## src/rtl/acd_pkg.sv

```systemverilog
`timescale 1ns / 1ps
`default_nettype none

package acd_pkg;

    // Blink period in ticks, and the width of the blink counter.
    localparam int unsigned ACD_BLINK_PERIOD_DEF = 250;
    localparam int unsigned ACD_BLINK_W          = 8;

    // Time limits.
    localparam logic [6:0] ACD_MINUTES_PER_HOUR = 7'd60;
    localparam logic [5:0] ACD_HOURS_PER_DAY    = 6'd24;
    localparam logic [4:0] ACD_NOON             = 5'd12;

    // Alarm time after reset.
    localparam logic [4:0] ACD_ALARM_HOURS_RST   = 5'd11;
    localparam logic [5:0] ACD_ALARM_MINUTES_RST = 6'd59;

    // Symbol codes for the decoder beyond the decimal digits.
    localparam logic [3:0] ACD_SYM_COLON = 4'd10;
    localparam logic [3:0] ACD_SYM_PM    = 4'd11;
    localparam logic [3:0] ACD_SYM_BLANK = 4'd12;

    typedef struct packed {
        logic       button_hour;
        logic       button_minute;
        logic       button_mode;
        logic       button_format;
        logic       button_view;
        logic [4:0] clock_hours;
        logic [5:0] clock_minutes;
        logic       audio_playing;
    } t_tick;

    typedef struct packed {
        logic [4:0] digit_enable;
        logic [6:0] segments_n;
        logic       clock_write;
        logic [4:0] new_clock_hours;
        logic [5:0] new_clock_minutes;
        logic [4:0] alarm_hours_out;
        logic [5:0] alarm_minutes_out;
        logic       stop_audio;
    } t_disp;

    typedef struct packed {
        logic [4:0] hours;
        logic [5:0] minutes;
    } t_time;

    // What the scan needs from the control logic for one tick.
    typedef struct packed {
        logic [4:0] hours;
        logic [5:0] minutes;
        logic       pm;
        logic       flash;
    } t_view;

    // Results of the button and time logic for one tick.
    typedef struct packed {
        logic       clock_write;
        t_time      clock;
        t_time      alarm;
        logic       stop_audio;
    } t_ctl_res;

    // Adds an hour and/or a minute; minutes of 60 or more carry, hours wrap at 24.
    function automatic t_time time_add(input t_time t, input logic dh, input logic dm);
        logic [5:0] h;
        logic [6:0] m;
        t_time      r;
        h = {1'b0, t.hours} + {5'd0, dh};
        m = {1'b0, t.minutes} + {6'd0, dm};
        if (m >= ACD_MINUTES_PER_HOUR) begin
            m = 7'd0;
            h = h + 6'd1;
        end
        if (h >= ACD_HOURS_PER_DAY) begin
            h = 6'd0;
        end
        r.hours   = h[4:0];
        r.minutes = m[5:0];
        return r;
    endfunction

    // Tens digit of a value below 64: multiply by 13/128.
    function automatic logic [3:0] tens_of(input logic [5:0] v);
        logic [10:0] p;
        p = {5'd0, v} * 11'd13;
        return p[10:7];
    endfunction

    function automatic logic [3:0] ones_of(input logic [5:0] v);
        logic [6:0] p;
        p = {1'b0, v} - ({3'd0, tens_of(v)} * 7'd10);
        return p[3:0];
    endfunction

    // Lit segments, bit0 = A through bit6 = G; anything else is dark.
    function automatic logic [6:0] seg_on(input logic [3:0] v);
        logic [6:0] s;
        unique case (v)
            4'd0:          s = 7'h3F;
            4'd1:          s = 7'h06;
            4'd2:          s = 7'h5B;
            4'd3:          s = 7'h4F;
            4'd4:          s = 7'h66;
            4'd5:          s = 7'h6D;
            4'd6:          s = 7'h7D;
            4'd7:          s = 7'h07;
            4'd8:          s = 7'h7F;
            4'd9:          s = 7'h6F;
            ACD_SYM_COLON: s = 7'h03;
            ACD_SYM_PM:    s = 7'h04;
            default:       s = 7'h00;
        endcase
        return s;
    endfunction

endpackage

`default_nettype wire

```

## src/rtl/acd_if.sv

```systemverilog
`timescale 1ns / 1ps
`default_nettype none

// Input channel: one transfer per display tick.
interface acd_tick_if;
    logic       valid;
    logic       ready;
    logic       button_hour;
    logic       button_minute;
    logic       button_mode;
    logic       button_format;
    logic       button_view;
    logic [4:0] clock_hours;
    logic [5:0] clock_minutes;
    logic       audio_playing;

    modport source (
        output valid, button_hour, button_minute, button_mode, button_format,
               button_view, clock_hours, clock_minutes, audio_playing,
        input  ready
    );
    modport sink (
        input  valid, button_hour, button_minute, button_mode, button_format,
               button_view, clock_hours, clock_minutes, audio_playing,
        output ready
    );
endinterface

// Result channel: one transfer per tick.
interface acd_disp_if;
    logic       valid;
    logic       ready;
    logic [4:0] digit_enable;
    logic [6:0] segments_n;
    logic       clock_write;
    logic [4:0] new_clock_hours;
    logic [5:0] new_clock_minutes;
    logic [4:0] alarm_hours_out;
    logic [5:0] alarm_minutes_out;
    logic       stop_audio;

    modport source (
        output valid, digit_enable, segments_n, clock_write, new_clock_hours,
               new_clock_minutes, alarm_hours_out, alarm_minutes_out, stop_audio,
        input  ready
    );
    modport sink (
        input  valid, digit_enable, segments_n, clock_write, new_clock_hours,
               new_clock_minutes, alarm_hours_out, alarm_minutes_out, stop_audio,
        output ready
    );
endinterface

`default_nettype wire

```

## src/rtl/acd_ctrl.sv

```systemverilog
`timescale 1ns / 1ps
`default_nettype none

module acd_ctrl (
    input  wire logic              i_clk,
    input  wire logic              i_rst_n,
    input  wire logic              i_fire,
    input  wire acd_pkg::t_tick    i_tick,
    output acd_pkg::t_view         o_view,
    output acd_pkg::t_ctl_res      o_res
);
    import acd_pkg::*;

    logic       r_set_mode, n_set_mode;
    logic       r_alarm_view, n_alarm_view;
    logic       r_twelve_hour, n_twelve_hour;
    logic       r_flash_on, n_flash_on;
    logic [4:0] r_button_held;
    t_time      r_alarm, n_alarm;

    logic [4:0] levels;
    logic [4:0] press;
    t_time      clk_t;
    t_time      shown;
    logic       cw;
    logic       stop;
    logic       pm;

    assign levels = {i_tick.button_view, i_tick.button_format, i_tick.button_mode,
                     i_tick.button_minute, i_tick.button_hour};
    assign press  = levels & ~r_button_held;

    always_comb begin
        clk_t.hours   = i_tick.clock_hours;
        clk_t.minutes = i_tick.clock_minutes;
        n_alarm       = r_alarm;
        cw            = 1'b0;
        stop          = 1'b0;

        // Hour button: snooze while audio plays, then hour increment in set mode.
        if (press[0]) begin
            if (i_tick.audio_playing) begin
                stop    = 1'b1;
                n_alarm = time_add(n_alarm, 1'b0, 1'b1);
            end
            if (r_set_mode) begin
                if (!r_alarm_view) begin
                    clk_t = time_add(clk_t, 1'b1, 1'b0);
                    cw    = 1'b1;
                end else begin
                    n_alarm = time_add(n_alarm, 1'b1, 1'b0);
                end
            end
        end

        // Minute button: stop audio, then minute increment in set mode.
        if (press[1]) begin
            if (i_tick.audio_playing) begin
                stop = 1'b1;
            end
            if (r_set_mode) begin
                if (!r_alarm_view) begin
                    clk_t = time_add(clk_t, 1'b0, 1'b1);
                    cw    = 1'b1;
                end else begin
                    n_alarm = time_add(n_alarm, 1'b0, 1'b1);
                end
            end
        end

        n_set_mode    = r_set_mode ^ press[2];
        n_flash_on    = r_flash_on ^ press[2];
        n_twelve_hour = r_twelve_hour ^ press[3];
        n_alarm_view  = r_alarm_view ^ press[4];

        shown = n_alarm_view ? n_alarm : clk_t;
        pm    = n_twelve_hour && (shown.hours >= ACD_NOON);
        if (pm) begin
            shown.hours = shown.hours - ACD_NOON;
        end
    end

    assign o_view.hours   = shown.hours;
    assign o_view.minutes = shown.minutes;
    assign o_view.pm      = pm;
    assign o_view.flash   = n_flash_on;

    assign o_res.clock_write   = cw;
    assign o_res.clock.hours   = cw ? clk_t.hours : 5'd0;
    assign o_res.clock.minutes = cw ? clk_t.minutes : 6'd0;
    assign o_res.alarm         = n_alarm;
    assign o_res.stop_audio    = stop;

    always_ff @(posedge i_clk) begin
        if (!i_rst_n) begin
            r_set_mode      <= 1'b0;
            r_alarm_view    <= 1'b0;
            r_twelve_hour   <= 1'b0;
            r_flash_on      <= 1'b0;
            r_button_held   <= 5'd0;
            r_alarm.hours   <= ACD_ALARM_HOURS_RST;
            r_alarm.minutes <= ACD_ALARM_MINUTES_RST;
        end else if (i_fire) begin
            r_set_mode    <= n_set_mode;
            r_alarm_view  <= n_alarm_view;
            r_twelve_hour <= n_twelve_hour;
            r_flash_on    <= n_flash_on;
            r_button_held <= levels;
            r_alarm       <= n_alarm;
        end
    end

endmodule

`default_nettype wire

```

## src/rtl/acd_scan.sv

```systemverilog
`timescale 1ns / 1ps
`default_nettype none

module acd_scan #(
    parameter int unsigned BLINK_PERIOD = acd_pkg::ACD_BLINK_PERIOD_DEF
) (
    input  wire logic          i_clk,
    input  wire logic          i_rst_n,
    input  wire logic          i_fire,
    input  wire acd_pkg::t_view i_view,
    output logic [4:0]         o_digit_enable,
    output logic [6:0]         o_segments_n
);
    import acd_pkg::*;

    localparam logic [ACD_BLINK_W-1:0] BlinkHalf = ACD_BLINK_W'(BLINK_PERIOD / 2);
    localparam logic [ACD_BLINK_W:0]   BlinkEnd  = (ACD_BLINK_W + 1)'(BLINK_PERIOD);

    // Scan positions.
    localparam logic [2:0] POS_HOUR_TENS = 3'd1;
    localparam logic [2:0] POS_HOUR_ONES = 3'd2;
    localparam logic [2:0] POS_MIN_TENS  = 3'd3;
    localparam logic [2:0] POS_MIN_ONES  = 3'd4;
    localparam logic [2:0] POS_COLON     = 3'd5;
    localparam logic [2:0] POS_PM        = 3'd6;

    logic                   r_scan_phase;
    logic [2:0]             r_scan_position, n_scan_position;
    logic [ACD_BLINK_W-1:0] r_blink_count, n_blink_count;
    logic [4:0]             r_digit_lines, n_digit_lines;
    logic [6:0]             r_segment_lines, n_segment_lines;

    logic [3:0]             value;
    logic [4:0]             enable;
    logic                   blink;
    logic                   lit;
    logic [ACD_BLINK_W:0]   count_inc;
    logic [3:0]             advance;
    logic [3:0]             last;

    always_comb begin
        value           = ACD_SYM_BLANK;
        enable          = 5'd0;
        blink           = 1'b0;
        lit             = 1'b1;
        n_blink_count   = r_blink_count;
        n_digit_lines   = r_digit_lines;
        n_segment_lines = r_segment_lines;
        n_scan_position = r_scan_position;
        count_inc       = {1'b0, r_blink_count} + 1'b1;
        advance         = {1'b0, r_scan_position} + 4'd1;
        last            = i_view.pm ? {1'b0, POS_PM} : {1'b0, POS_COLON};

        unique case (r_scan_position)
            POS_HOUR_TENS: begin
                value  = tens_of({1'b0, i_view.hours});
                enable = 5'b00001;
                blink  = i_view.flash;
            end
            POS_HOUR_ONES: begin
                value  = ones_of({1'b0, i_view.hours});
                enable = 5'b00010;
                blink  = i_view.flash;
            end
            POS_MIN_TENS: begin
                value  = tens_of(i_view.minutes);
                enable = 5'b00100;
                blink  = i_view.flash;
            end
            POS_MIN_ONES: begin
                value  = ones_of(i_view.minutes);
                enable = 5'b01000;
                blink  = i_view.flash;
            end
            POS_COLON: begin
                value  = ACD_SYM_COLON;
                enable = 5'b10000;
                blink  = i_view.flash;
            end
            POS_PM: begin
                value  = ACD_SYM_PM;
                enable = 5'b10000;
            end
            default: begin
                value  = ACD_SYM_BLANK;
                enable = 5'd0;
            end
        endcase

        if (!r_scan_phase) begin
            // First tick of a position: rewrite the lines.
            if (blink) begin
                lit           = r_blink_count < BlinkHalf;
                n_blink_count = (count_inc >= BlinkEnd) ? '0 : count_inc[ACD_BLINK_W-1:0];
            end
            n_digit_lines   = lit ? enable : 5'd0;
            n_segment_lines = ~seg_on(value);
        end else begin
            // Second tick: lines hold, position moves on.
            n_scan_position = (advance > last) ? POS_HOUR_TENS : advance[2:0];
        end
    end

    assign o_digit_enable = n_digit_lines;
    assign o_segments_n   = n_segment_lines;

    always_ff @(posedge i_clk) begin
        if (!i_rst_n) begin
            r_scan_phase    <= 1'b0;
            r_scan_position <= POS_HOUR_TENS;
            r_blink_count   <= '0;
            r_digit_lines   <= 5'd0;
            r_segment_lines <= 7'h7F;
        end else if (i_fire) begin
            r_scan_phase    <= ~r_scan_phase;
            r_scan_position <= n_scan_position;
            r_blink_count   <= n_blink_count;
            r_digit_lines   <= n_digit_lines;
            r_segment_lines <= n_segment_lines;
        end
    end

endmodule

`default_nettype wire

```

## src/rtl/alarm_clock_display_controller.sv

```systemverilog
`timescale 1ns / 1ps
`default_nettype none

// Alarm clock display controller. Each transfer on i_tick is one 500 Hz tick
// carrying the five button levels, the running clock time and the audio flag;
// each tick produces exactly one transfer on o_disp with the digit select, the
// active-low segment lines, an optional clock write-back, the alarm setting and
// a stop-audio request. Buttons act on their press edge only. The block takes
// a new tick in every cycle while o_disp.ready is high: a tick is captured in
// an input register, worked through the button, time and scan logic in a
// cycle in which the result register is empty or being emptied, and its
// result is written to the output register at the end of that cycle. The
// sustained rate is one tick per cycle while the output is not stalled, set
// by the two register stages. When the output is stalled the input register
// still takes one further tick before i_tick.ready falls; i_tick.ready
// follows o_disp.ready combinationally. BLINK_PERIOD (2 to 256) sets the
// flash period in scanned digit ticks; digits are lit for its first half.
module alarm_clock_display_controller #(
    parameter int unsigned BLINK_PERIOD = acd_pkg::ACD_BLINK_PERIOD_DEF
) (
    input  wire logic  i_clk,
    input  wire logic  i_rst_n,
    acd_tick_if.sink   i_tick,
    acd_disp_if.source o_disp
);
    import acd_pkg::*;

    // Input register stage.
    logic     r_in_valid;
    t_tick    r_in;
    t_tick    in_payload;

    // Result register stage.
    logic     r_out_valid;
    t_disp    r_out;
    t_disp    n_out;

    logic     out_free;
    logic     fire;
    t_view    view;
    t_ctl_res ctl_res;
    logic [4:0] digit_enable;
    logic [6:0] segments_n;

    // The work stage may run when it holds a tick and the result register is
    // empty or being emptied in this cycle.
    assign out_free     = !r_out_valid || o_disp.ready;
    assign fire         = r_in_valid && out_free;
    assign i_tick.ready = !r_in_valid || out_free;

    assign in_payload.button_hour   = i_tick.button_hour;
    assign in_payload.button_minute = i_tick.button_minute;
    assign in_payload.button_mode   = i_tick.button_mode;
    assign in_payload.button_format = i_tick.button_format;
    assign in_payload.button_view   = i_tick.button_view;
    assign in_payload.clock_hours   = i_tick.clock_hours;
    assign in_payload.clock_minutes = i_tick.clock_minutes;
    assign in_payload.audio_playing = i_tick.audio_playing;

    always_ff @(posedge i_clk) begin
        if (!i_rst_n) begin
            r_in_valid <= 1'b0;
        end else if (i_tick.valid && i_tick.ready) begin
            r_in_valid <= 1'b1;
        end else if (fire) begin
            r_in_valid <= 1'b0;
        end
    end

    always_ff @(posedge i_clk) begin
        if (i_tick.valid && i_tick.ready) begin
            r_in <= in_payload;
        end
    end

    // Button edges, set/format/view toggles and the time arithmetic.
    acd_ctrl u_ctrl (
        .i_clk   (i_clk),
        .i_rst_n (i_rst_n),
        .i_fire  (fire),
        .i_tick  (r_in),
        .o_view  (view),
        .o_res   (ctl_res)
    );

    // Digit scan, blink counter and segment decode.
    acd_scan #(
        .BLINK_PERIOD (BLINK_PERIOD)
    ) u_scan (
        .i_clk          (i_clk),
        .i_rst_n        (i_rst_n),
        .i_fire         (fire),
        .i_view         (view),
        .o_digit_enable (digit_enable),
        .o_segments_n   (segments_n)
    );

    assign n_out.digit_enable      = digit_enable;
    assign n_out.segments_n        = segments_n;
    assign n_out.clock_write       = ctl_res.clock_write;
    assign n_out.new_clock_hours   = ctl_res.clock.hours;
    assign n_out.new_clock_minutes = ctl_res.clock.minutes;
    assign n_out.alarm_hours_out   = ctl_res.alarm.hours;
    assign n_out.alarm_minutes_out = ctl_res.alarm.minutes;
    assign n_out.stop_audio        = ctl_res.stop_audio;

    always_ff @(posedge i_clk) begin
        if (!i_rst_n) begin
            r_out_valid <= 1'b0;
        end else if (fire) begin
            r_out_valid <= 1'b1;
        end else if (o_disp.ready) begin
            r_out_valid <= 1'b0;
        end
    end

    always_ff @(posedge i_clk) begin
        if (fire) begin
            r_out <= n_out;
        end
    end

    assign o_disp.valid             = r_out_valid;
    assign o_disp.digit_enable      = r_out.digit_enable;
    assign o_disp.segments_n        = r_out.segments_n;
    assign o_disp.clock_write       = r_out.clock_write;
    assign o_disp.new_clock_hours   = r_out.new_clock_hours;
    assign o_disp.new_clock_minutes = r_out.new_clock_minutes;
    assign o_disp.alarm_hours_out   = r_out.alarm_hours_out;
    assign o_disp.alarm_minutes_out = r_out.alarm_minutes_out;
    assign o_disp.stop_audio        = r_out.stop_audio;

endmodule

`default_nettype wire

```

## src/flat_wrapper.sv

```systemverilog
// flat-port wrapper written by rule: the top's interface ports become plain ports
module alarm_clock_display_controller_flat import acd_pkg::*;
#(
    parameter int unsigned BLINK_PERIOD = acd_pkg::ACD_BLINK_PERIOD_DEF
)
  (i_clk, i_rst_n, i_tick_valid, i_tick_button_hour, i_tick_button_minute, i_tick_button_mode, i_tick_button_format, i_tick_button_view, i_tick_clock_hours, i_tick_clock_minutes, i_tick_audio_playing, i_tick_ready, o_disp_valid, o_disp_digit_enable, o_disp_segments_n, o_disp_clock_write, o_disp_new_clock_hours, o_disp_new_clock_minutes, o_disp_alarm_hours_out, o_disp_alarm_minutes_out, o_disp_stop_audio, o_disp_ready);
  acd_tick_if i_tick_i ();
  acd_disp_if o_disp_i ();
  input  wire logic i_clk;
  input  wire logic i_rst_n;
  input wire logic [$bits(i_tick_i.valid)-1:0] i_tick_valid;
  input wire logic [$bits(i_tick_i.button_hour)-1:0] i_tick_button_hour;
  input wire logic [$bits(i_tick_i.button_minute)-1:0] i_tick_button_minute;
  input wire logic [$bits(i_tick_i.button_mode)-1:0] i_tick_button_mode;
  input wire logic [$bits(i_tick_i.button_format)-1:0] i_tick_button_format;
  input wire logic [$bits(i_tick_i.button_view)-1:0] i_tick_button_view;
  input wire logic [$bits(i_tick_i.clock_hours)-1:0] i_tick_clock_hours;
  input wire logic [$bits(i_tick_i.clock_minutes)-1:0] i_tick_clock_minutes;
  input wire logic [$bits(i_tick_i.audio_playing)-1:0] i_tick_audio_playing;
  output wire logic [$bits(i_tick_i.ready)-1:0] i_tick_ready;
  output wire logic [$bits(o_disp_i.valid)-1:0] o_disp_valid;
  output wire logic [$bits(o_disp_i.digit_enable)-1:0] o_disp_digit_enable;
  output wire logic [$bits(o_disp_i.segments_n)-1:0] o_disp_segments_n;
  output wire logic [$bits(o_disp_i.clock_write)-1:0] o_disp_clock_write;
  output wire logic [$bits(o_disp_i.new_clock_hours)-1:0] o_disp_new_clock_hours;
  output wire logic [$bits(o_disp_i.new_clock_minutes)-1:0] o_disp_new_clock_minutes;
  output wire logic [$bits(o_disp_i.alarm_hours_out)-1:0] o_disp_alarm_hours_out;
  output wire logic [$bits(o_disp_i.alarm_minutes_out)-1:0] o_disp_alarm_minutes_out;
  output wire logic [$bits(o_disp_i.stop_audio)-1:0] o_disp_stop_audio;
  input wire logic [$bits(o_disp_i.ready)-1:0] o_disp_ready;
  assign i_tick_i.valid = i_tick_valid;
  assign i_tick_i.button_hour = i_tick_button_hour;
  assign i_tick_i.button_minute = i_tick_button_minute;
  assign i_tick_i.button_mode = i_tick_button_mode;
  assign i_tick_i.button_format = i_tick_button_format;
  assign i_tick_i.button_view = i_tick_button_view;
  assign i_tick_i.clock_hours = i_tick_clock_hours;
  assign i_tick_i.clock_minutes = i_tick_clock_minutes;
  assign i_tick_i.audio_playing = i_tick_audio_playing;
  assign i_tick_ready = i_tick_i.ready;
  assign o_disp_valid = o_disp_i.valid;
  assign o_disp_digit_enable = o_disp_i.digit_enable;
  assign o_disp_segments_n = o_disp_i.segments_n;
  assign o_disp_clock_write = o_disp_i.clock_write;
  assign o_disp_new_clock_hours = o_disp_i.new_clock_hours;
  assign o_disp_new_clock_minutes = o_disp_i.new_clock_minutes;
  assign o_disp_alarm_hours_out = o_disp_i.alarm_hours_out;
  assign o_disp_alarm_minutes_out = o_disp_i.alarm_minutes_out;
  assign o_disp_stop_audio = o_disp_i.stop_audio;
  assign o_disp_i.ready = o_disp_ready;
  alarm_clock_display_controller #(.BLINK_PERIOD(BLINK_PERIOD)) u_core (.i_clk(i_clk), .i_rst_n(i_rst_n), .i_tick(i_tick_i), .o_disp(o_disp_i));
endmodule
```

## config.mk

```make
export PLATFORM = sky130hd
export DESIGN_NAME = alarm_clock_display_controller_flat
export DESIGN_NICKNAME = d
export VERILOG_FILES = /design/src/rtl/acd_pkg.sv /design/src/rtl/acd_if.sv /design/src/rtl/acd_ctrl.sv /design/src/rtl/acd_scan.sv /design/src/rtl/alarm_clock_display_controller.sv /design/src/flat_wrapper.sv
export SDC_FILE = /design/constraint.sdc
export NUM_CORES = 1
export LEC_CHECK = 0
export BUFFER_PORTS_ARGS = -buffer_cell sky130_fd_sc_hd__buf_2
export CAP_MARGIN = 20
export CELL_PAD_IN_SITES_DETAIL_PLACEMENT = 2
export CELL_PAD_IN_SITES_GLOBAL_PLACEMENT = 2
export CORE_ASPECT_RATIO = 1.25
export CORE_UTILIZATION = 30
export CTS_CLUSTER_SIZE = 20
export DETAILED_ROUTE_END_ITERATION = 8
export GPL_TIMING_DRIVEN = 0
export PLACE_DENSITY = 0.77
export SLEW_MARGIN = 20
export SYNTH_ARGS = -nofsm -noshare
export SYNTH_HDL_FRONTEND = slang
export SYNTH_HIERARCHICAL = 1
export SYNTH_SLANG_ARGS = --single-unit
```

## constraint.sdc

```tcl
create_clock -name i_clk -period 16.9 [get_ports i_clk]
set_clock_uncertainty 0.05 [all_clocks]
set_input_delay 2.535 -clock i_clk [delete_from_list [all_inputs] [get_ports i_clk]]
set_output_delay 2.535 -clock i_clk [all_outputs]
set_load 0.005 [all_outputs]
```

==> results of run 1 <==
==> layout make-up <==
type                            count  area, um2  area share [%]
Timing Repair Buffer               61        357            3.92
Tap cell                          340        425            4.68
Clock inverter                      6       55.1           0.605
Buffer                             53        265            2.92
Clock buffer                       10        229            2.52
Sequential cell                    99       2510            27.6
Multi-Input combinational cell    706       5050            55.6
Inverter                           53        199            2.19
==> state kept, by name (all words and copies together), names as in the netlist, 3 cells and up <==
signal and count:
u_core/o_disp.alarm_hours_out 5, u_core/o_disp.alarm_minutes_out 6, u_core/o_disp.digit_enable 5, u_core/o_disp.new_clock_hours 5, u_core/o_disp.new_clock_minutes 6, u_core/o_disp.segments_n 7, u_core/r_in 17, u_core/u_ctrl/r_alarm 11
u_core/u_ctrl/r_button_held 5, u_core/u_scan/r_blink_count 8, u_core/u_scan/r_digit_lines 5, u_core/u_scan/r_scan_position 3, u_core/u_scan/r_segment_lines 7
==> per-layer routing <==
| layer | up-vias | wire (um) | global-route usage [%] |
|---|---|---|---|
| li1 | 3478 | - | - |
| met1 | 3593 | 11000 | 22.3 |
| met2 | 72 | 13100 | 36.1 |
| met3 | 32 | 348 | 2.36 |
| met4 | 0 | 539 | 6.14 |
| met5 | - | 0 | 0 |
==> final timing paths <==
check | start | to | slack (ns)
setup / recovery | u_core/u_ctrl/r_alarm[0] | u_core/o_disp.segments_n[4] | 6.09
hold reg to reg | u_core/u_scan/r_segment_lines[6] | u_core/u_scan/r_segment_lines[6] | 0.44
hold / removal | u_core/u_scan/r_segment_lines[6] | u_core/u_scan/r_segment_lines[6] | 0.44
setup reg to reg | u_core/u_ctrl/r_alarm[0] | u_core/o_disp.segments_n[4] | 6.09
==> worst register-to-register path, delay by kind of cell (launching register included) <==
| kind | cells | cell delay [ns] |
|---|---|---|
| AO/OA/AOI/OAI | 15 | 3.40 |
| adder cells (fa/ha/maj) | 9 | 2.61 |
| AND/OR/NAND/NOR | 10 | 2.10 |
| multiplexers | 2 | 0.75 |
| buffers and inverters | 4 | 0.74 |
| XOR/XNOR | 2 | 0.57 |
| flip-flops | 1 | 0.41 |
==> cell families (layout without fill, tap and decap cells) <==
family	after synthesis	in the layout	share of synthesized area, %
XOR/XNOR	25	25	3.09
flip-flops	99	99	31.3
AO/OA/AOI/OAI	247	247	23.3
buffers and inverters	106	183	5.79
AND/OR/NAND/NOR	345	345	22.7
multiplexers	28	28	3.81
adder cells (fa/ha/maj)	61	61	9.99
==> per-stage QoR <==
| stage | power [mW] | worst slack [ns] | instance area (um2) |
|---|---|---|---|
| 6_report | 0.902 | 6.09 | 9100 |
| 5_1_grt | 0.974 | 5.31 | 9100 |
| 4_1_cts | 0.918 | 6.10 | 9100 |
| 3_5_place_dp | 0.706 | 6.27 | 8810 |
| 3_3_place_gp | 0.690 | 6.46 | 8730 |
| 2_1_floorplan | 0.597 | 7.89 | 8020 |
==> Yosys cell counts, types with 6 or more instances <==
cell type | n | area, um2
dfxtp_1 | 46 | 921
nor3b_1 | 7 | 52.6
nand2_1 | 88 | 330
inv_1 | 50 | 188
clkbuf_1 | 32 | 120
nand4_1 | 6 | 37.5
mux2i_1 | 22 | 220
buf_2 | 9 | 45.0
o221ai_1 | 6 | 52.6
xnor2_1 | 13 | 114
o21ai_0 | 50 | 250
a21o_1 | 7 | 52.6
a31oi_1 | 12 | 75.1
o31ai_1 | 9 | 67.6
nand2b_1 | 14 | 87.6
nand3_1 | 18 | 90.1
or3_1 | 7 | 43.8
nor2_1 | 78 | 293
and2_1 | 14 | 87.6
nand3b_1 | 7 | 52.6
o211ai_1 | 14 | 105
and3_1 | 12 | 75.1
ha_1 | 56 | 701
a211oi_1 | 11 | 82.6
xor2_1 | 9 | 78.8
edfxtp_1 | 53 | 1590
a21oi_1 | 40 | 200
a22o_1 | 7 | 61.3
o21a_1 | 9 | 67.6
nor3_1 | 25 | 125
nor2b_1 | 21 | 131
==> where the power goes <==
group | switching [mW] | internal, mW | total (mW) | leakage (nW)
sequential | 0.00910 | 0.274 | 0.284 | 0.884
combinational | 0.249 | 0.169 | 0.418 | 2.61
clock | 0.0967 | 0.103 | 0.200 | 0.140
total | 0.355 | 0.547 | 0.902 | 3.63
==> impl_metrics.toml, run 1 <==
[detailed_routing]
initialDrtViolationCount = 230
via_per_inst = 5.40
wire_per_inst_um = 18.8
dr.pass1.iters = 4
route.detailed.drc = 0
wl_um = 25000
ant_nets = 0
via_count = 7175

[global_route]
grt_pass1_vias = 7856
grt_pass1_wl_um = 41400
gr-total-overflow = 0
antenna_found_initial = 0
grt.total_usage_pct = 19.2
grt_max_degree = 19

[setup_path]
cp.depth = 42
slowest_stage = "or4b_1"
path_buf_inv = 4
cp_data_required_time_ns = 17.02
path_common_cell = "ha_1"
crit_family = "compound AO/OA/AOI/OAI gates"
path_max_fanout = 10
cp-start-kind = "flop"
reg2reg_depth = 42
worstPathArrival_ns = 10.93
timing.setup.critical_path_class = "reg -> reg"
critPathMaxStageDelay_ns = 0.47
end_kind = "flop"

[cells_and_area]
antenna_cells = 0
nNetsFinal = 1065
final_common_cell = "nand2_1"
fillCellCount = 2999
layout_common_cells = "nand2_1, nor2_1, buf_2"
drive_gt1_share_pct = 15.7
final_cells = 1328
utilization_pct = 34.7
syn_to_final_growth_pct = 13.4

[placement]
portBuffers = 58
dp.cells = 1312
gp_congestion = 0.796
dp_hpwl_um = 19700

[timing]
max_freq_mhz = 92.5
worstMarginPinSlew_ns = 0.908
hold_viol = 0
setup_viol = 0
max-slew-margin-rel_pct = 39.3
min_period_over_period_pct = 64.0
whs_ns = 0.435
min_period_ns = 10.81
slew_violations = 0
setup_tns_ns = 0
rsz0062_at_grt = "no"

[logic_synthesis]
ys.flop_type = "edfxtp_1"
synth-edff-count = 53
ys_ff_latch = 99
syn_area_um2 = 8020
postSynthCellCount = 911
yosysWarnings = 6
syn_nets = 993
syn_area_per_cell_um2 = 8.80
synthArstFlopShare_pct = 0
ys_types = 117
seq_area_frac_synth_pct = 31.3

[floorplan]
initial_utilization_pct = 30.6
placementRows = 66
dieArea_um2 = 27400
io_pins = 59
die_h_um = 185
die_width_um = 148
coreArea_um2 = 26200

[clocking]
post-cts-setup-buffers = 0
cts_tree = "done"
cts.sinks = 99
hold_buffers = 0
cts-resized-gates = 0
insertion_delay_ns = 0.35
cts-root-buf = "clkbuf_16"
clkTransAtPathRegs_ns = 0.07
htreeDepth = 3
cts_buffers = 9
clk_path_buf_depth = 2

[status]
outcome = "completed"

[power_and_ir_drop]
max-vdd-ir-drop_mv = 0.0479
p_per_area_nw_per_um2 = 99.1
p_leak_nw = 3.63

[run]
max-cap-violations = 0

[worst_hold_path]
hold_path_depth = 2
min-delay-path-class = "reg -> reg"
Note: power is estimated with default switching activity, not from simulation.
==> run 2: changes to the inputs <==
Settings changed: ABC_AREA from default to 1, PLACE_DENSITY 0.77 to 0.81.
Clock period 16.9 ns to 11 ns, I/O delays scaled along.
==> run 2 against run 1 <==
Net effect: synthesized cell count up 12%; final area is 3.7% lower; global-route usage is 0.25 points lower; cell count is 8.0% higher; sequential share of layout area increased by 1.1 points; largest cell class unchanged.
==> impl_metrics.toml, run 2 <==
[setup_path]
crit_family = "simple AND/OR/NAND/NOR gates"
reg2reg_depth = 56
slowest_stage = "o21ai_0"
timing.setup.critical_path_class = "reg -> reg"
path_buf_inv = 5
end_kind = "flop"
cp.depth = 56
critPathMaxStageDelay_ns = 0.51
path_common_cell = "nand2_1"
worstPathArrival_ns = 8.94
cp_data_required_time_ns = 11.08
cp-start-kind = "flop"
path_max_fanout = 8

[power_and_ir_drop]
power_frac_comb_pct = 46.6
max-vdd-ir-drop_mv = 0.0802
switching_power_mw = 0.605
p_int_mw = 0.841
p_per_area_nw_per_um2 = 165
clock_power_share_pct = 23.0
p_leak_nw = 3.98
p_seq_share_pct = 30.4
finalPower_mw = 1.45
swShare_pct = 41.8

[cells_and_area]
largest_register_ffs = 17
fin_area_um2 = 8760
final_cells = 1434
antenna_cells = 0
layout_common_cells = "nand2_1, inv_1, nand3_1"
drive_gt1_share_pct = 18.7
syn_to_final_growth_pct = 13.8
regMostFlops = "u_core/r_in"
final_common_cell = "nand2_1"
reg_top3 = "u_core/r_in: 17 flops, u_core/u_ctrl/r_alarm: 11 flops, u_core/u_scan/r_blink_count: 8 flops"
nNetsFinal = 1176
utilization_pct = 34.7

[logic_synthesis]
synth_area_leaders = "edfxtp_1, dfxtp_1, nand2_1, ha_1, inv_1"
yosys.area.top_type = "edfxtp_1"
synth.top_cells.by_count = "nand2_1, inv_1, nand3_1"
synthMuxAreaShare_pct = 0.277
yosys.area_share.simple_pct = 31.7
ys.flop_type = "edfxtp_1"
synthArstFlopShare_pct = 0
ys_types = 54
yosysWarnings = 6
synth_xor_area_share_pct = 3.30
syn_area_um2 = 7690
yosys.area_share.adder_pct = 10.4
yosysMostFrequentCell = "nand2_1"
synth-edff-count = 53
synth_top_family_by_area = "simple AND/OR/NAND/NOR gates"
postSynthCellCount = 1023
ys_ff_latch = 99
syn_area_per_cell_um2 = 7.52
synth-compound-area-share_pct = 12.7
seq_area_frac_synth_pct = 32.7
syn_nets = 1105
synth_top_area_share_pct = 20.7

[placement]
gp_congestion = 0.817
dp_hpwl_um = 19600
dp.cells = 1418
portBuffers = 58
dpl_worst_slack_ns = 2.11
placed_area_um2 = 8450

[timing]
hold_viol = 0
max_freq_mhz = 113
min_period_ns = 8.86
worstMarginPinSlew_ns = 1.10
max-slew-margin-rel_pct = 25.8
setup_viol = 0
setup_ws_ns = 2.14
min_period_over_period_pct = 80.5
setup_tns_ns = 0
whs_ns = 0.428
rsz0062_at_grt = "no"
slew_violations = 0

[global_route]
grt_max_degree = 23
grt.total_usage_pct = 18.9
grt_pass1_vias = 7761
antenna_found_initial = 0
gr-total-overflow = 0
grt_pass1_wl_um = 39800

[floorplan]
coreArea_um2 = 25200
die_width_um = 145
placementRows = 65
initial_utilization_pct = 30.5
dieArea_um2 = 26300
io_pins = 59
die_h_um = 181

[detailed_routing]
wire_per_inst_um = 16.8
route.detailed.drc = 0
wl_um = 24100
ant_nets = 0
via_per_inst = 4.95
dr.pass1.iters = 4
initialDrtViolationCount = 187
via_count = 7101

[clocking]
cts_tree = "done"
insertion_delay_ns = 0.37
cts_buffers = 9
cts.sinks = 99
cts-root-buf = "clkbuf_16"
clkTransAtPathRegs_ns = 0.08
post-cts-setup-buffers = 0
cts-resized-gates = 0
clk_path_buf_depth = 2
htreeDepth = 3
hold_buffers = 0

[run]
max-cap-violations = 0

[worst_hold_path]
min-delay-path-class = "reg -> reg"
hold_path_depth = 2

[status]
outcome = "completed"
==> run 2: routing by layer <==
layer  GRT usage [%]  routed length (um)
met5               0                   0
met1            20.6                9860
met2            37.6               13500
met4            5.68                 353
met3            2.30                 416
==> run 2: tightest hold or removal path: cells and delay by family (launching register included) <==
| kind | cells | cell delay, ns |
|---|---|---|
| simple gates | 1 | 0.06 |
| flops | 1 | 0.33 |
| compound gates | 1 | 0.07 |
==> run 2: area by class of cell <==
type                       instances  area (um2)
tap                              335         419
buffer                            21        98.8
clock buffer                       9         225
timing repair buffer              60         333
inverter                         157         589
fill                            2983       16500
clock inverter                     7        76.3
multi-input combinational        746        4500
sequential                        99        2510
==> run 2: cell families after synthesis <==
kind of cell	count (synthesis)
AO/OA/AOI/OAI	159
XOR/XNOR	29
adder cells (fa/ha/maj)	61
buffers and inverters	178
flip-flops	99
multiplexers	2
AND/OR/NAND/NOR	495
==> run 2: worst paths after layout <==
path / start / endpoint / slack [ns]
max reg2reg: u_core/u_ctrl/r_alarm[1] / u_core/o_disp.segments_n[4] / 2.14
min: u_core/u_scan/r_segment_lines[0] / u_core/u_scan/r_segment_lines[0] / 0.43
max: u_core/u_ctrl/r_alarm[1] / u_core/o_disp.segments_n[4] / 2.14
min reg2reg: u_core/u_scan/r_segment_lines[0] / u_core/u_scan/r_segment_lines[0] / 0.43
==> run 2: power groups by stage <==
stage,logic [mW],registers [mW],clock network [mW]
after floorplan,0.497,0.445,0
after global placement,0.640,0.447,0
after detailed placement,0.679,0.448,0
after CTS,0.687,0.440,0.340
after global routing,0.769,0.442,0.353
final,0.673,0.439,0.333
